==> src/hw/rtl/w8w16_pkg.sv <==
// Types and constants shared by the WTF-8 to UTF-16LE transcoder.
package w8w16_pkg;

  typedef struct packed {
    logic [7:0] in_byte;
    logic       end_of_string;
  } in_item_t;

  typedef struct packed {
    logic [7:0] out_byte;
    logic       last_of_run;
    logic       string_done;
    logic       string_valid;
  } out_item_t;

  typedef struct packed {
    logic [15:0] hi_unit;
    logic [15:0] lo_unit;
    logic        pair;
    logic        done;
    logic        valid;
  } unit_job_t;

  localparam logic [20:0] CP_LIMIT    = 21'h110000;
  localparam logic [20:0] CP_BMP_END  = 21'h010000;
  localparam logic [20:0] CP_REPLACE  = 21'h00FFFD;
  localparam logic [20:0] CP_HIGH_LO  = 21'h00D800;
  localparam logic [20:0] CP_LOW_LO   = 21'h00DC00;
  localparam logic [20:0] CP_LOW_END  = 21'h00E000;
  localparam logic [15:0] UNIT_HIGH   = 16'hD800;
  localparam logic [15:0] UNIT_LOW    = 16'hDC00;
  localparam logic [1:0]  CONT_TAG    = 2'b10;

endpackage

==> src/hw/rtl/w8w16_front.sv <==
// Front end: decodes WTF-8 bytes into UTF-16 unit requests.
module w8w16_front (
  input  logic                  clk,
  input  logic                  rst,
  input  logic                  accept,
  input  w8w16_pkg::in_item_t   item,
  output logic                  push,
  output w8w16_pkg::unit_job_t  job
);

  logic [1:0]  bytes_pending, bytes_pending_next;
  logic [20:0] code_accumulator, code_accumulator_next;
  logic        sequence_bad, sequence_bad_next;
  logic        prev_high_surrogate, prev_high_surrogate_next;
  logic        valid_so_far, valid_so_far_next;

  logic        emit;
  logic        emit_bad;
  logic [20:0] emit_cp;
  logic [20:0] acc_shift;
  logic [1:0]  pending_dec;
  logic        cont_bad;
  logic        replace;
  logic [20:0] cp;
  logic        is_high;
  logic        is_low;
  logic [20:0] offset;
  logic        eos;
  logic [7:0]  b;

  always_comb begin
    b = item.in_byte;
    eos = item.end_of_string;
    bytes_pending_next = bytes_pending;
    code_accumulator_next = code_accumulator;
    sequence_bad_next = sequence_bad;
    emit = 1'b0;
    emit_bad = 1'b0;
    emit_cp = 21'd0;
    cont_bad = (b[7:6] != w8w16_pkg::CONT_TAG);
    acc_shift = {code_accumulator[14:0], b[5:0]};
    pending_dec = bytes_pending - 2'd1;

    if (bytes_pending == 2'd0) begin
      if (b[7] == 1'b0) begin
        emit = 1'b1;
        emit_cp = {13'd0, b};
      end else if (b[7:5] == 3'b110 || b[7:4] == 4'b1110 || b[7:3] == 5'b11110) begin
        sequence_bad_next = 1'b0;
        if (b[7:5] == 3'b110) begin
          code_accumulator_next = {16'd0, b[4:0]};
          bytes_pending_next = 2'd1;
        end else if (b[7:4] == 4'b1110) begin
          code_accumulator_next = {17'd0, b[3:0]};
          bytes_pending_next = 2'd2;
        end else begin
          code_accumulator_next = {18'd0, b[2:0]};
          bytes_pending_next = 2'd3;
        end
        if (eos) begin
          emit = 1'b1;
          emit_bad = 1'b1;
        end
      end else begin
        emit = 1'b1;
        emit_bad = 1'b1;
      end
    end else begin
      code_accumulator_next = acc_shift;
      bytes_pending_next = pending_dec;
      if (pending_dec == 2'd0) begin
        emit = 1'b1;
        emit_cp = acc_shift;
        emit_bad = sequence_bad | cont_bad;
        sequence_bad_next = 1'b0;
        code_accumulator_next = 21'd0;
      end else begin
        sequence_bad_next = sequence_bad | cont_bad;
        if (eos) begin
          emit = 1'b1;
          emit_bad = 1'b1;
        end
      end
    end

    replace = emit_bad || (emit_cp >= w8w16_pkg::CP_LIMIT);
    cp = replace ? w8w16_pkg::CP_REPLACE : emit_cp;
    is_high = (cp >= w8w16_pkg::CP_HIGH_LO) && (cp < w8w16_pkg::CP_LOW_LO);
    is_low = (cp >= w8w16_pkg::CP_LOW_LO) && (cp < w8w16_pkg::CP_LOW_END);
    offset = cp - w8w16_pkg::CP_BMP_END;

    valid_so_far_next = valid_so_far;
    prev_high_surrogate_next = prev_high_surrogate;
    if (emit) begin
      valid_so_far_next = valid_so_far && !replace && !(prev_high_surrogate && is_low);
      prev_high_surrogate_next = is_high;
    end

    job.valid = valid_so_far_next;
    job.done = eos;
    if (cp < w8w16_pkg::CP_BMP_END) begin
      job.pair = 1'b0;
      job.hi_unit = cp[15:0];
      job.lo_unit = cp[15:0];
    end else begin
      job.pair = 1'b1;
      job.hi_unit = w8w16_pkg::UNIT_HIGH + {6'd0, offset[19:10]};
      job.lo_unit = w8w16_pkg::UNIT_LOW + {6'd0, offset[9:0]};
    end

    push = accept && emit;
  end

  always_ff @(posedge clk) begin
    if (rst) begin
      bytes_pending <= 2'd0;
      code_accumulator <= 21'd0;
      sequence_bad <= 1'b0;
      prev_high_surrogate <= 1'b0;
      valid_so_far <= 1'b1;
    end else if (accept) begin
      if (eos) begin
        bytes_pending <= 2'd0;
        code_accumulator <= 21'd0;
        sequence_bad <= 1'b0;
        prev_high_surrogate <= 1'b0;
        valid_so_far <= 1'b1;
      end else begin
        bytes_pending <= bytes_pending_next;
        code_accumulator <= code_accumulator_next;
        sequence_bad <= sequence_bad_next;
        prev_high_surrogate <= prev_high_surrogate_next;
        valid_so_far <= valid_so_far_next;
      end
    end
  end

endmodule

==> src/hw/rtl/w8w16_queue.sv <==
// Small first-in first-out queue of unit requests between front and back.
module w8w16_queue #(
  parameter int DEPTH = 4
) (
  input  logic                  clk,
  input  logic                  rst,
  input  logic                  push,
  input  w8w16_pkg::unit_job_t  push_job,
  input  logic                  pop,
  output w8w16_pkg::unit_job_t  pop_job,
  output logic                  full,
  output logic                  empty
);

  localparam int PTR_W = (DEPTH > 1) ? $clog2(DEPTH) : 1;
  localparam int CNT_W = $clog2(DEPTH + 1);
  localparam logic [PTR_W-1:0] LAST_PTR = PTR_W'(DEPTH - 1);

  w8w16_pkg::unit_job_t slots [DEPTH];
  logic [PTR_W-1:0] wr_ptr;
  logic [PTR_W-1:0] rd_ptr;
  logic [CNT_W-1:0] count;
  logic             do_push;
  logic             do_pop;

  assign full = (count == CNT_W'(DEPTH));
  assign empty = (count == '0);
  assign do_push = push && !full;
  assign do_pop = pop && !empty;
  assign pop_job = slots[rd_ptr];

  always_ff @(posedge clk) begin
    if (do_push) begin
      slots[wr_ptr] <= push_job;
    end
  end

  always_ff @(posedge clk) begin
    if (rst) begin
      wr_ptr <= '0;
      rd_ptr <= '0;
      count <= '0;
    end else begin
      if (do_push) begin
        wr_ptr <= (wr_ptr == LAST_PTR) ? '0 : wr_ptr + PTR_W'(1);
      end
      if (do_pop) begin
        rd_ptr <= (rd_ptr == LAST_PTR) ? '0 : rd_ptr + PTR_W'(1);
      end
      if (do_push && !do_pop) begin
        count <= count + CNT_W'(1);
      end else if (do_pop && !do_push) begin
        count <= count - CNT_W'(1);
      end
    end
  end

endmodule

==> src/hw/rtl/w8w16_back.sv <==
// Back end: serialises each unit request into little-endian output bytes.
module w8w16_back (
  input  logic                  clk,
  input  logic                  rst,
  input  logic                  q_empty,
  input  w8w16_pkg::unit_job_t  q_job,
  output logic                  q_pop,
  output logic                  out_valid,
  input  logic                  out_ready,
  output w8w16_pkg::out_item_t  out_data
);

  w8w16_pkg::unit_job_t cur;
  logic        cur_valid;
  logic [1:0]  idx;
  logic        out_load;
  logic        last_byte;
  logic        take;
  logic [15:0] unit;
  logic [7:0]  byte_sel;

  assign last_byte = (idx == (cur.pair ? 2'd3 : 2'd1));
  assign out_load = cur_valid && (!out_valid || out_ready);
  assign take = !cur_valid || (out_load && last_byte);
  assign q_pop = take && !q_empty;
  assign unit = idx[1] ? cur.lo_unit : cur.hi_unit;
  assign byte_sel = idx[0] ? unit[15:8] : unit[7:0];

  always_ff @(posedge clk) begin
    if (q_pop) begin
      cur <= q_job;
    end
    if (out_load) begin
      out_data.out_byte <= byte_sel;
      out_data.last_of_run <= last_byte;
      out_data.string_done <= last_byte && cur.done;
      out_data.string_valid <= cur.valid;
    end
  end

  always_ff @(posedge clk) begin
    if (rst) begin
      cur_valid <= 1'b0;
      idx <= 2'd0;
      out_valid <= 1'b0;
    end else begin
      if (take) begin
        cur_valid <= !q_empty;
        idx <= 2'd0;
      end else if (out_load) begin
        idx <= idx + 2'd1;
      end
      if (out_load) begin
        out_valid <= 1'b1;
      end else if (out_ready) begin
        out_valid <= 1'b0;
      end
    end
  end

endmodule

==> src/hw/rtl/wtf8_to_wtf16_transcoder.sv <==
// Top level of the WTF-8 to UTF-16LE transcoder.
// Input requests carry one WTF-8 byte and an end-of-string mark on in_data,
// accepted when in_valid and in_ready are both high. Output requests carry
// one UTF-16LE byte each on out_data, with last_of_run on the final byte
// caused by an input byte, string_done on the final byte of the string and
// the running validity flag in string_valid.
// The front end decodes one input byte per cycle while in_ready is high
// and, when a code point is complete, writes a unit request into a queue of
// QUEUE_DEPTH entries. The back end drains that queue at one output byte per
// cycle while out_ready allows, so a code point yields two output bytes, or
// four for a surrogate pair; the output byte channel sets the sustained rate.
// A request is registered in the queue, then the back end, then out_data.
// in_ready is low only while the queue is full. When the receiver stalls
// the output register holds its request, the back end waits, the queue fills
// and the input side then stops; no request is lost.
// Reset clears the decoder state, the queue and the output register; the
// validity flag starts high and returns high after each end of string.
module wtf8_to_wtf16_transcoder #(
  parameter int QUEUE_DEPTH = 4
) (
  input  logic                  clk,
  input  logic                  rst,
  input  logic                  in_valid,
  output logic                  in_ready,
  input  w8w16_pkg::in_item_t   in_data,
  output logic                  out_valid,
  input  logic                  out_ready,
  output w8w16_pkg::out_item_t  out_data
);

  logic                  accept;
  logic                  push;
  w8w16_pkg::unit_job_t  push_job;
  logic                  q_pop;
  w8w16_pkg::unit_job_t  q_job;
  logic                  q_full;
  logic                  q_empty;

  assign in_ready = !q_full;
  assign accept = in_valid && in_ready;

  w8w16_front u_front (
    .clk    (clk),
    .rst    (rst),
    .accept (accept),
    .item   (in_data),
    .push   (push),
    .job    (push_job)
  );

  w8w16_queue #(
    .DEPTH (QUEUE_DEPTH)
  ) u_queue (
    .clk      (clk),
    .rst      (rst),
    .push     (push),
    .push_job (push_job),
    .pop      (q_pop),
    .pop_job  (q_job),
    .full     (q_full),
    .empty    (q_empty)
  );

  w8w16_back u_back (
    .clk       (clk),
    .rst       (rst),
    .q_empty   (q_empty),
    .q_job     (q_job),
    .q_pop     (q_pop),
    .out_valid (out_valid),
    .out_ready (out_ready),
    .out_data  (out_data)
  );

  a_no_push_when_full: assert property (@(posedge clk) disable iff (rst)
    push |-> !q_full)
    else $error("request written into a full queue");

  a_full_not_empty: assert property (@(posedge clk) disable iff (rst)
    !(q_full && q_empty))
    else $error("queue reports full and empty together");

  a_done_is_last: assert property (@(posedge clk) disable iff (rst)
    out_valid && out_data.string_done |-> out_data.last_of_run)
    else $error("end of string not on the last byte of a run");

  a_pop_not_empty: assert property (@(posedge clk) disable iff (rst)
    q_pop |-> !q_empty)
    else $error("request read from an empty queue");

endmodule
==> config.mk <==
export PLATFORM = sky130hd
export DESIGN_NAME = wtf8_to_wtf16_transcoder
export DESIGN_NICKNAME = d
export VERILOG_FILES = /design/src/hw/rtl/w8w16_pkg.sv /design/src/hw/rtl/w8w16_front.sv /design/src/hw/rtl/w8w16_queue.sv /design/src/hw/rtl/w8w16_back.sv /design/src/hw/rtl/wtf8_to_wtf16_transcoder.sv
export SDC_FILE = /design/constraint.sdc
export NUM_CORES = 1
export LEC_CHECK = 0
export BUFFER_PORTS_ARGS = -buffer_cell sky130_fd_sc_hd__buf_2
export CORE_MARGIN = 2
export CORE_UTILIZATION = 47
export CTS_BUF_LIST = sky130_fd_sc_hd__clkbuf_2
export DETAILED_ROUTE_END_ITERATION = 10
export HOLD_SLACK_MARGIN = 0.03
export SLEW_MARGIN = 20
export SYNTH_ARGS = -nofsm -noshare
export SYNTH_HDL_FRONTEND = slang
export SYNTH_HIERARCHICAL = 1
export SYNTH_SLANG_ARGS = --single-unit
==> constraint.sdc <==
create_clock -name clk -period 5.3 [get_ports clk]
set_clock_uncertainty 0.15 [all_clocks]
set_input_delay 0.265 -clock clk [delete_from_list [all_inputs] [get_ports clk]]
set_output_delay 0.265 -clock clk [all_outputs]
set_load 0.1 [all_outputs]
==> results.tsv <==
stage	metric	value	unit
power	Internal	3.21	mW
global_route	vias in the first global route	4971	
power	Comb pwr share	0.268	
floorplanning	DIE WIDTH	141	um
yosys	XOR/XNOR share of the synthesized area	0.00580	
drt	DR iter-0 viols	359	
cells_and_area	layout cells sized above 1	0.281	
worst_setup_path	Crit Path Max Fanout	19	
cells_and_area	# nets final	621	
cells_and_area	ANT cells	0	
global_route	global-route wire length before repair	26.5	mm
clock_tree	CTS Sinks	219	
yosys	flops & latches, synth	219	
drt	WL final	16.5	mm
drt	DR WL met2	7.94	mm
worst_setup_path	critical path cell sequence	or3b_1 -> clkinv_4 -> nor2b_1 -> buf_4 -> o311ai_0 -> inv_1 -> inv_1 -> nor2_2 -> ha_1 -> inv_1 -> fa_1 -> xor2_1 -> or3_2 -> a21oi_1	
sta	Final Cycle Share	0.660	
drt	post-route antenna net violation count	0	
worst_setup_path	Critical Path End Type	register	
global_route	gr ovfl total	0	
sta	Slew @ Worst Pin	1.00	ns
place	pre-CTS setup slack	1.82	ns
power	Psw	1.64	mW
place	post-place instance area	9080	um^2
sta	hold_ws	0.298	ns
drt	Top Layer Used	met4	
clock_tree	cts repair resizes	0	
clock_tree	H-tree depth	2	
yosys	Yosys cell types	57	
cells_and_area	Final Cell Area	9780	um^2
worst_setup_path	crit path max-delay cell type	dfxtp_1	
clock_tree	Root Driver	clkbuf_2	
drt	met3 WL	803	um
floorplanning	Initial Utilization	0.476	
floorplanning	row cnt	50	
drt	DRT met1 WL	7.58	mm
yosys	mux share of post-synthesis cell area	0.113	
power	power density cells	496	nW/um^2
power	Pleak	3.30	nW
cells_and_area	Filler cells	1543	
yosys	Mapped Area	8840	um^2
clock_tree	clock latency on the worst-skew pair	0.79	ns
sta	final worst slack	1.80	ns
drt	WL/cell	18.8	um
worst_setup_path	kind of cell adding the most delay to the critical path	simple AND/OR/NAND/NOR gates	
worst_setup_path	Worst path max stage delay	0.47	ns
global_route	initial antenna violation count	0	
floorplanning	Die Area	19900	um^2
floorplanning	Die Y	141	um
power	Switching Fraction	0.339	
yosys	Synth Flop Type	edfxtp_1	
min_path	Hold Path Class	input port to register	
yosys	Synth Warn #	6	
power	Clock power frac	0.218	
place	Placer Congestion	0.835	
status	status	complete, no violations	
drt	DRT Pass-1 Iters	5	
floorplanning	Ports	26	
power	Max IR drop VDD	0.000218	V
sta	unrepaired setup endpoints after global routing	false	
global_route	largest net degree at the start of global routing	36	
yosys	largest family of logic cells by synthesized area	multiplexers	
clock_tree	Bufs on Longest Clock Path	3	
drt	DRC errors left	0	
worst_setup_path	nature of the critical path startpoint	register	
sta	setup TNS	0	ns
sta	Slew Limit Fails	0	
clock_tree	total CTS buffers	53	
job	Max-Cap Viols	0	
worst_setup_path	Most common cell on crit path	inv_1	
drt	vias	4769	
worst_setup_path	Buf+Inv Stages, Crit Path	5	
clock_tree	TritonCTS clock tree	built	
worst_setup_path	CP arrival	4.05	ns
power	total power	4.85	mW
global_route	GRT Overall Usage	0.174	
power	sequential power share	0.514	
cells_and_area	fin util	0.527	
sta	Fmax	0.286	GHz
yosys	Post-synth EDFFs	186	
floorplanning	core area	18600	um^2
yosys	Post-Synth Simple-Gate Area	0.0805	
sta	Worst slew margin	0.330	
yosys	Synth Instances	528	
yosys	Seq/Total Area, Yosys	0.706	
yosys	syn avg cell area	16.8	um^2
worst_setup_path	WS Path Type	register to register	
yosys	Post-Synth Adder-Cell Area	0.0136	
sta	Final Critical Period	3.50	ns
yosys	FFs w/ async S/R, synth	0	
clock_tree	Worst-path clk slew	0.10	ns
drt	Vias/cell	5.43	
yosys	syn_nets	550	
place	detailed placement HPWL	9.88	mm
cells_and_area	Layout Cells excl Fill	878	
worst_setup_path	CP Data Required Time	5.85	ns
sta	final hold viol count	0	
place	PortBufs	25	
sta	final setup vio count	0	
yosys	complex-gate fraction of the synthesized area	0.0495	
cells_and_area	Syn-to-layout area delta	10.6	%
place	Placed Cells	756	
## Yosys cell counts, drive strengths merged, types with 2 or more instances
library cell	n	area [um^2]
dfxtp	33	661
o21a	3	30.0
mux2i	3	30.0
o31ai	7	62.6
buf	26	191
nand4b	10	87.6
o311ai	2	17.5
edfxtp	186	5590
and2	4	25.0
nor2	16	62.6
nand2	52	195
nand3b	3	22.5
or2	2	12.5
xor2	3	26.3
nand2b	7	43.8
ha	8	100
o21ai	16	80.1
nor3	6	35.0
clkbuf	9	33.8
nor2b	2	12.5
and3	10	72.6
a31o	2	17.5
mux4	43	972
xnor2	2	25.0
or3b	2	17.5
nand3	14	70.1
inv	11	41.3
or3	2	13.8
o211ai	6	45.0
a21oi	27	139
## registers in the layout, summed over array words and instances (netlist names), named ones only
register	flops
u_back/cur	35
u_back/cur_valid	1
u_back/idx	2
u_back/out_data	11
u_back/out_valid	1
u_front/bytes_pending	2
u_front/code_accumulator	15
u_front/prev_high_surrogate	1
u_front/sequence_bad	1
u_front/valid_so_far	1
u_queue/count	3
u_queue/rd_ptr	2
u_queue/slots	140
u_queue/wr_ptr	2
## area by class of cell
class | instances | area, um^2 | area share
clock buffers | 82 | 410 | 0.0419
well taps | 234 | 293 | 0.0299
multi-input cells | 262 | 2330 | 0.239
flip-flops and latches | 219 | 6250 | 0.639
repair buffers | 51 | 375 | 0.0384
clock inverters | 18 | 72.6 | 0.00742
inverters | 12 | 50.0 | 0.00512
## worst reg2reg max path, stage by stage, from the launching register on
cell	delay, ns
dfxtp_1	0.47
or3b_1	0.32
clkinv_4	0.09
nor2b_1	0.12
buf_4	0.24
o311ai_0	0.23
inv_1	0.20
inv_1	0.09
nor2_2	0.15
ha_1	0.20
inv_1	0.06
fa_1	0.37
xor2_1	0.15
or3_2	0.42
a21oi_1	0.17
## routing by layer
layer  vias to the layer above  global-route usage
li1                       2232                   -
met1                      2399               0.237
met2                       118               0.275
met3                        20              0.0459
met4                         0              0.0568
met5                         -                   0
## logic make-up (layout without fill, tap and decap cells)
logic type	count (synthesis)	after routing
flip-flops	219	219
AO/OA/AOI/OAI	67	67
multiplexers	46	46
buffers and inverters	47	163
AND/OR/NAND/NOR	135	135
XOR/XNOR	5	5
adder cells (fa/ha/maj)	9	9
## placed cells by master (no fill, tap or decap), types with 15 or more instances in the layout
cell type      Yosys  layout
edfxtp_1         186     186
clkbuf_2           0      82
nand2_1           52      52
mux4_2            42      42
dfxtp_1           33      32
buf_2              6      25
a21oi_1           26      25
dlygate4sd3_1      0      22
nor2_1            15      15
o21ai_0           15      15
## worst paths after layout
kind	start	to	slack, ns	cells past startpoint
worst max-delay path	u_queue/count[0]	u_queue/count[2]	1.80	14
worst min-delay path	in_data[0]	u_queue/slots[2][1]	0.30	2
worst max register to register	u_queue/count[0]	u_queue/count[2]	1.80	14
worst min register to register	u_front/code_accumulator[14]	u_front/code_accumulator[14]	0.33	2
## power by group through the flow
| stage | clock network (mW) | logic, mW | registers (mW) |
|---|---|---|---|
| after floorplan | 0 | 0.781 | 2.76 |
| after global placement | 0 | 1.28 | 2.52 |
| after detailed placement | 0 | 1.31 | 2.54 |
| after CTS | 1.11 | 1.32 | 2.50 |
| after global routing | 1.20 | 1.40 | 2.53 |
| final | 1.06 | 1.30 | 2.49 |
## timing repair
item | in CTS | in global routing
setup buffers | 0 | 0
hold buffers | 22 | 0
hold endpoints to repair | 89 | 0
setup endpoints to repair | 0 | 0
No activity file was read; power rests on OpenSTA's default activity.
